--- config.mk ---
export PLATFORM = sky130hd
export DESIGN_NAME = lru_page_replacement_unit
export DESIGN_NICKNAME = d
export VERILOG_FILES = /design/src/rtl/lrupr_pkg.sv /design/src/rtl/lrupr_frame_table.sv /design/src/rtl/lru_page_replacement_unit.sv
export SDC_FILE = /design/constraint.sdc
export NUM_CORES = 1
export LEC_CHECK = 0
export ABC_AREA = 1
export BUFFER_PORTS_ARGS = -buffer_cell sky130_fd_sc_hd__buf_2
export CAP_MARGIN = 40
export CORE_ASPECT_RATIO = 1.5
export CORE_MARGIN = 3
export CORE_UTILIZATION = 55
export DETAILED_ROUTE_END_ITERATION = 10
export HOLD_SLACK_MARGIN = 0.06
export PLACE_DENSITY = 0.77
export SYNTH_ARGS = -nofsm -noshare
export SYNTH_HDL_FRONTEND = slang
export SYNTH_HIERARCHICAL = 1
export SYNTH_SLANG_ARGS = --single-unit
--- constraint.sdc ---
create_clock -name i_clk -period 4.81 [get_ports i_clk]
set_input_delay 0 -clock i_clk [delete_from_list [all_inputs] [get_ports i_clk]]
set_output_delay 0 -clock i_clk [all_outputs]
set_load 0.005 [all_outputs]
--- src/rtl/lrupr_pkg.sv ---
// Shared constants and types for the LRU page replacement unit.
package lrupr_pkg;

    localparam int FRAMES_DEF    = 8;
    localparam int PAGE_BITS_DEF = 16;

    localparam int PAGE_W  = 16;  // page number port width
    localparam int CFG_W   = 4;   // frames_in_use register width
    localparam int COUNT_W = 32;  // fault counter width

    localparam logic [CFG_W-1:0] FIU_RESET = 4'd8;

    // outcome of one lookup
    typedef struct packed {
        logic fault;   // page was not resident
        logic evict;   // a resident page was replaced
    } t_lookup;

endpackage

--- src/rtl/lrupr_frame_table.sv ---
// Frame table: page tags, valid marks, recency ranks, lookup and update.
module lrupr_frame_table
    import lrupr_pkg::*;
#(
    parameter int FRAMES    = FRAMES_DEF,
    parameter int PAGE_BITS = PAGE_BITS_DEF,
    parameter int AW        = $clog2(FRAMES + 1)
) (
    input  logic                 i_clk,
    input  logic                 i_rst_n,
    input  logic                 i_flush,
    input  logic [AW-1:0]        i_active,
    input  logic                 i_req,
    input  logic [PAGE_BITS-1:0] i_page,
    output t_lookup              o_lookup,
    output logic [PAGE_BITS-1:0] o_evicted_page
);

    localparam int RW = (FRAMES > 1) ? $clog2(FRAMES) : 1;

    logic [PAGE_BITS-1:0] r_page [FRAMES];
    logic [FRAMES-1:0]    r_valid;
    logic [RW-1:0]        r_rank [FRAMES];

    logic [FRAMES-1:0]    hit_vec, free_vec, vict_vec;
    logic [FRAMES-1:0]    hit_first, free_first, tgt_vec;
    logic                 hit, free_found;
    logic [RW-1:0]        hit_rank;
    logic [AW-1:0]        last_rank;
    logic [PAGE_BITS-1:0] ev_page;
    logic [RW-1:0]        n_rank [FRAMES];

    assign last_rank = i_active - AW'(1);

    always_comb begin
        for (int i = 0; i < FRAMES; i++) begin
            logic act;
            act         = (AW'(i) < i_active);
            hit_vec[i]  = act && r_valid[i] && (r_page[i] == i_page);
            free_vec[i] = act && !r_valid[i];
            // full table: least recent frame holds the highest rank
            vict_vec[i] = act && r_valid[i] && (AW'(r_rank[i]) == last_rank);
        end
    end

    // lowest set bit
    assign hit_first  = hit_vec  & ~(hit_vec  - FRAMES'(1));
    assign free_first = free_vec & ~(free_vec - FRAMES'(1));
    assign hit        = |hit_vec;
    assign free_found = |free_vec;
    assign tgt_vec    = hit ? hit_first : (free_found ? free_first : vict_vec);

    always_comb begin
        hit_rank = '0;
        ev_page  = '0;
        for (int i = 0; i < FRAMES; i++) begin
            if (hit_first[i]) begin
                hit_rank = hit_rank | r_rank[i];
            end
            if (vict_vec[i]) begin
                ev_page = ev_page | r_page[i];
            end
        end
    end

    // target goes to front; frames ahead of it move back one place
    always_comb begin
        for (int i = 0; i < FRAMES; i++) begin
            if (tgt_vec[i]) begin
                n_rank[i] = '0;
            end else if (r_valid[i] && (!hit || (r_rank[i] < hit_rank))) begin
                n_rank[i] = r_rank[i] + RW'(1);
            end else begin
                n_rank[i] = r_rank[i];
            end
        end
    end

    assign o_lookup.fault = !hit;
    assign o_lookup.evict = !hit && !free_found;
    assign o_evicted_page = (!hit && !free_found) ? ev_page : '0;

    always_ff @(posedge i_clk) begin
        if (!i_rst_n || i_flush) begin
            r_valid <= '0;
            for (int i = 0; i < FRAMES; i++) begin
                r_rank[i] <= '0;
            end
        end else if (i_req) begin
            for (int i = 0; i < FRAMES; i++) begin
                r_rank[i] <= n_rank[i];
                if (tgt_vec[i]) begin
                    r_valid[i] <= 1'b1;
                end
            end
        end
    end

    // tags carry no reset; only read where valid
    always_ff @(posedge i_clk) begin
        if (i_req && !i_flush && !hit) begin
            for (int i = 0; i < FRAMES; i++) begin
                if (tgt_vec[i]) begin
                    r_page[i] <= i_page;
                end
            end
        end
    end

endmodule

--- src/rtl/lru_page_replacement_unit.sv ---
// LRU page replacement unit: one page reference a cycle, fault and victim report.
// The result of a taken word is held in the result register and strobed by o_valid
// for one cycle. Throughput: one word per cycle, o_busy stays low.
// The lookup and the recency update sit between the input register and the result register.
// Reset (synchronous, active low) empties every frame, zeroes the fault count and sets
// frames_in_use to 8. The receiver cannot stall; each result shows for one cycle only.
module lru_page_replacement_unit
    import lrupr_pkg::*;
#(
    parameter int FRAMES    = FRAMES_DEF,
    parameter int PAGE_BITS = PAGE_BITS_DEF
) (
    input  logic               i_clk,
    input  logic               i_rst_n,
    // reference channel
    input  logic               i_start,
    output logic               o_busy,
    input  logic [PAGE_W-1:0]  i_page_number,
    // result channel
    output logic               o_valid,
    output logic               o_page_fault,
    output logic               o_evicted_valid,
    output logic [PAGE_W-1:0]  o_evicted_page,
    output logic [COUNT_W-1:0] o_fault_count,
    // frames_in_use write channel
    input  logic               i_cfg_valid,
    output logic               o_cfg_ready,
    input  logic [CFG_W-1:0]   i_cfg_data
);

    localparam int AW = $clog2(FRAMES + 1);

    // input register
    logic                 r_in_valid;
    logic [PAGE_BITS-1:0] r_in_page;
    logic [PAGE_BITS-1:0] n_in_page;

    // configuration
    logic [CFG_W-1:0]     r_fiu;
    logic [AW-1:0]        active;
    logic                 cfg_wr;

    // result register
    logic                 r_out_valid;
    logic                 r_fault;
    logic                 r_evict;
    logic [PAGE_W-1:0]    r_ev_page;
    logic [PAGE_W-1:0]    n_ev_page;
    logic [COUNT_W-1:0]   r_count;

    t_lookup              lookup;
    logic [PAGE_BITS-1:0] ev_page;

    // every word is taken; the table lookup is combinational
    assign o_busy      = 1'b0;
    assign o_cfg_ready = !r_in_valid;
    assign cfg_wr      = i_cfg_valid && o_cfg_ready;

    // only the low PAGE_BITS of the page take part
    always_comb begin
        for (int b = 0; b < PAGE_BITS; b++) begin
            n_in_page[b] = (b < PAGE_W) ? i_page_number[b % PAGE_W] : 1'b0;
        end
        for (int b = 0; b < PAGE_W; b++) begin
            n_ev_page[b] = (b < PAGE_BITS) ? ev_page[b % PAGE_BITS] : 1'b0;
        end
    end

    // zero means one frame, anything above the table size means all of it
    always_comb begin
        if (r_fiu == '0) begin
            active = AW'(1);
        end else if (int'(r_fiu) > FRAMES) begin
            active = AW'(FRAMES);
        end else begin
            active = AW'(r_fiu);
        end
    end

    lrupr_frame_table #(
        .FRAMES    (FRAMES),
        .PAGE_BITS (PAGE_BITS),
        .AW        (AW)
    ) u_table (
        .i_clk          (i_clk),
        .i_rst_n        (i_rst_n),
        .i_flush        (cfg_wr),
        .i_active       (active),
        .i_req          (r_in_valid),
        .i_page         (r_in_page),
        .o_lookup       (lookup),
        .o_evicted_page (ev_page)
    );

    always_ff @(posedge i_clk) begin
        if (!i_rst_n) begin
            r_in_valid  <= 1'b0;
            r_out_valid <= 1'b0;
            r_fiu       <= FIU_RESET;
            r_count     <= '0;
        end else begin
            r_in_valid  <= i_start && !o_busy;
            r_out_valid <= r_in_valid;
            if (cfg_wr) begin
                r_fiu <= i_cfg_data;
            end
            // saturating fault count
            if (r_in_valid && lookup.fault && (r_count != '1)) begin
                r_count <= r_count + COUNT_W'(1);
            end
        end
    end

    // payload
    always_ff @(posedge i_clk) begin
        if (i_start && !o_busy) begin
            r_in_page <= n_in_page;
        end
        if (r_in_valid) begin
            r_fault   <= lookup.fault;
            r_evict   <= lookup.evict;
            r_ev_page <= n_ev_page;
        end
    end

    assign o_valid         = r_out_valid;
    assign o_page_fault    = r_fault;
    assign o_evicted_valid = r_evict;
    assign o_evicted_page  = r_ev_page;
    assign o_fault_count   = r_count;

endmodule

==> impl_metrics.ini <==
[run_status]
status = complete, no violations

[yosys]
synthTopCellsByArea = edfxtp_1 41%, nand2_1 14%, nor2_1 7.0%, dfxtp_1 6.7%, inv_1 5.9%
yosys-top-cells-count = 500 x nand2_1, 256 x nor2_1, 215 x inv_1, 186 x edfxtp_1, 88 x nand3_1
synth_most_common_cell = nand2_1
synth_cells = 1740
synth_edf_count = 186
synth-seq-cells = 232
ys_seq_area_share_pct = 47.38
async_flop_share_pct = 0
syn_nets = 1793
netlist_area_um2 = 13730
ys_warn_count = 6
synth_flop_cell = edfxtp_1
synth_top_area_share_pct = 40.68
synth_cell_types = 53
syn_avg_cell_area_um2 = 7.891
yosysTopAreaCell = edfxtp_1

[detailed_routing]
wire_per_inst_um = 24.29
firstDrtPassIters = 5
ant_nets = 0
detailedRoute.firstIterationViolations = 1210
wl_um = 53370
drc_errors = 0
vias = 12900
via_per_inst = 5.869

[final_layout]
area_delta_synth_final_pct = 13.40
seqCellArea_um2 = 6507
finalNetCount = 1909
drive_gt1_share_pct = 10.62
post-route-util_pct = 63.72
multi_input_area_um2 = 6081
num-fill-cells = 2074
finalNonFillerCells = 2197
fin_area_um2 = 15570
antenna_cells = 0

[die]
row_count = 70
die_w_um = 135.0
boundaryPins = 77
dieArea_um2 = 26940
start_util_pct = 56.19
design.core.area_um2 = 24440
die_h_um = 199.5

[grt]
grt_first_pass_wirelength_um = 77140
grt_pass1_vias = 12540
grtUsageTotal_pct = 39.30
grt_max_degree = 36
antenna_found_initial = 0
overflow = 0

[worst_setup_path]
start_kind = register
crit_top_cell = inv_1
arrival_ns = 4.42
regToRegSetupSlack_ns = 0.66
crit_chain = inv_1, a21oi_1, nor2_1, buf_4, inv_1, ha_1, xnor2_2, xnor2_1, nor3_1, nand2_1, inv_1, nand2_1, o21ai_0, nor4_1, nor2_1
cp_slowest_cell = nor4_1
worst-endpoint-required_ns = 5.08
critPathCaptureType = register
critPathMaxStageDelay_ns = 0.71
path_class = register to register
path_max_fanout = 11

[sta]
skew_ns = 0.01508
setup_viol = 0
hold_slack_ns = 0.1675
worst_pin_slew_ns = 0.8021
setup_slack_ns = 0.6560
slew_violations = 0
final.period_utilization_pct = 86.36
min_period_ns = 4.154
rsz0062_at_grt = false
fmax_mhz = 240.7
finalHoldViolCount = 0
relSlewSlack_pct = 46.03
setup_tns_ns = 0

[clocking]
clk_pin_slew_ns = 0.06
ctsResizeCount = 0
cts_sinks = 232
clock_path_buffers = 3
clockRootBuffer = clkbuf_16
htreeDepth = 1
clock_latency_ns = 0.55
cts_tree = built
cts_buffers = 24

[place]
post_dp_cell_area_um2 = 14470
numPortBuffers = 75
dp_hpwl_um = 40770
gp_congestion = 1.115
dp.cells = 2123
post-place-ws_ns = 0.8337

[run]
cap_violations = 0

[pwr]
p_leak_nw = 6.756
power_frac_clock_pct = 40.2
power_density_nw_per_um2 = 302.3
internal_power_mw = 3.478
peakVddDrop_uv = 360.8
total_power_mw = 4.708
comb_power_share_pct = 10.2
switching_share_pct = 26.11
pwr-share-seq_pct = 49.6
switching_power_mw = 1.229

[min_path]
hp-class = primary input to register
## path summary, 6_finish.rpt
kind / startpoint / end / depth (start not counted)
max: r_fiu[2]$_SDFFE_PN0P_ / o_evicted_page[2]$_DFFE_PP_ / 15
min: i_page_number[6] / r_in_page[6]$_DFFE_PP_ / 2
max reg2reg: r_fiu[2]$_SDFFE_PN0P_ / o_evicted_page[2]$_DFFE_PP_ / 15
min reg2reg: u_table/r_valid[6]$_SDFFE_PP0P_ / u_table/r_valid[6]$_SDFFE_PP0P_ / 2
## cells in the final DEF, fill, tap and decap left out, types with 4 or more instances in the layout
cell	count
xnor2_1	40
xor2_1	23
o21ai_1	8
nor2_4	5
nand2_1	500
inv_4	4
a21oi_2	4
nor3_1	22
inv_1	215
a21oi_1	57
nand3_1	88
clkbuf_16	25
nand3_2	6
buf_2	75
nor2_2	14
nand2_2	5
nand3b_1	8
dlygate4sd3_1	31
buf_4	20
o22ai_1	37
dfxtp_1	45
ha_1	29
o21ai_0	28
edfxtp_1	186
nor4_1	22
inv_2	16
a221oi_1	10
nor2_1	254
nand4_1	37
## power by group through the flow
| stage | clock, mW | sequential, mW | combinational, mW |
|---|---|---|---|
| floorplan | 0 | 2.31 | 0.321 |
| global placement | 0 | 2.38 | 0.434 |
| detailed placement | 0 | 2.37 | 0.444 |
| CTS | 1.91 | 2.33 | 0.469 |
| global route | 1.99 | 2.34 | 0.520 |
| finish | 1.89 | 2.33 | 0.481 |
## critical path, delay by kind of cell (launching register included)
kind            cells  cell delay, ns
buf+inv             4            0.83
simple gates        6            1.55
fa+ha+maj           1            0.26
xor+xnor            2            0.78
flops               1            0.29
compound gates      2            0.17
## sequential cells by signal, indices dropped and copies added (netlist names), 4 cells and up
signal / flops
r_fiu: 4
r_in_page: 16
u_table/r_rank: 24
u_table/r_page: 128
o_fault_count: 32
o_evicted_page: 16
u_table/r_valid: 8
## timing repair
action,4_1_cts,5_1_grt
endpoints found under the setup margin,0,0
endpoints found under the hold margin,50,0
hold buffers,31,0
setup buffers,0,0
## final cells by class
class                   instances  share of cell area, %
clock buffers                  30                  4.267
clock inverters                13                 0.8357
inverters                     235                  5.729
multi-input cells            1234                  39.05
flip-flops and latches        232                  41.79
well taps                     324                  2.603
repair buffers                129                  5.721
## per-layer routing
metal	part of all wire, %	routed length (µm)	track usage (%)	vias up
met5	0	0	0	-
met4	9.9	5310	31.12	0
met3	7.8	4171	7.229	254
met2	48	25850	67.54	764
met1	34	18040	42.31	5953
li1	-	-	-	5924
## kinds of logic (layout without fill, tap and decap cells)
logic type	after synthesis	after routing	share of synthesized area, %
AOI/OAI and AO/OA	161	161	6.944
buffers and inverters	274	407	8.392
and+or+nand+nor	979	979	30.47
xor gates and xnor gates	64	64	4.137
DFF	232	232	47.38
adders and majority gates	29	29	2.643
other	1	1	0.02731
Power figures use the tool's default switching activity.
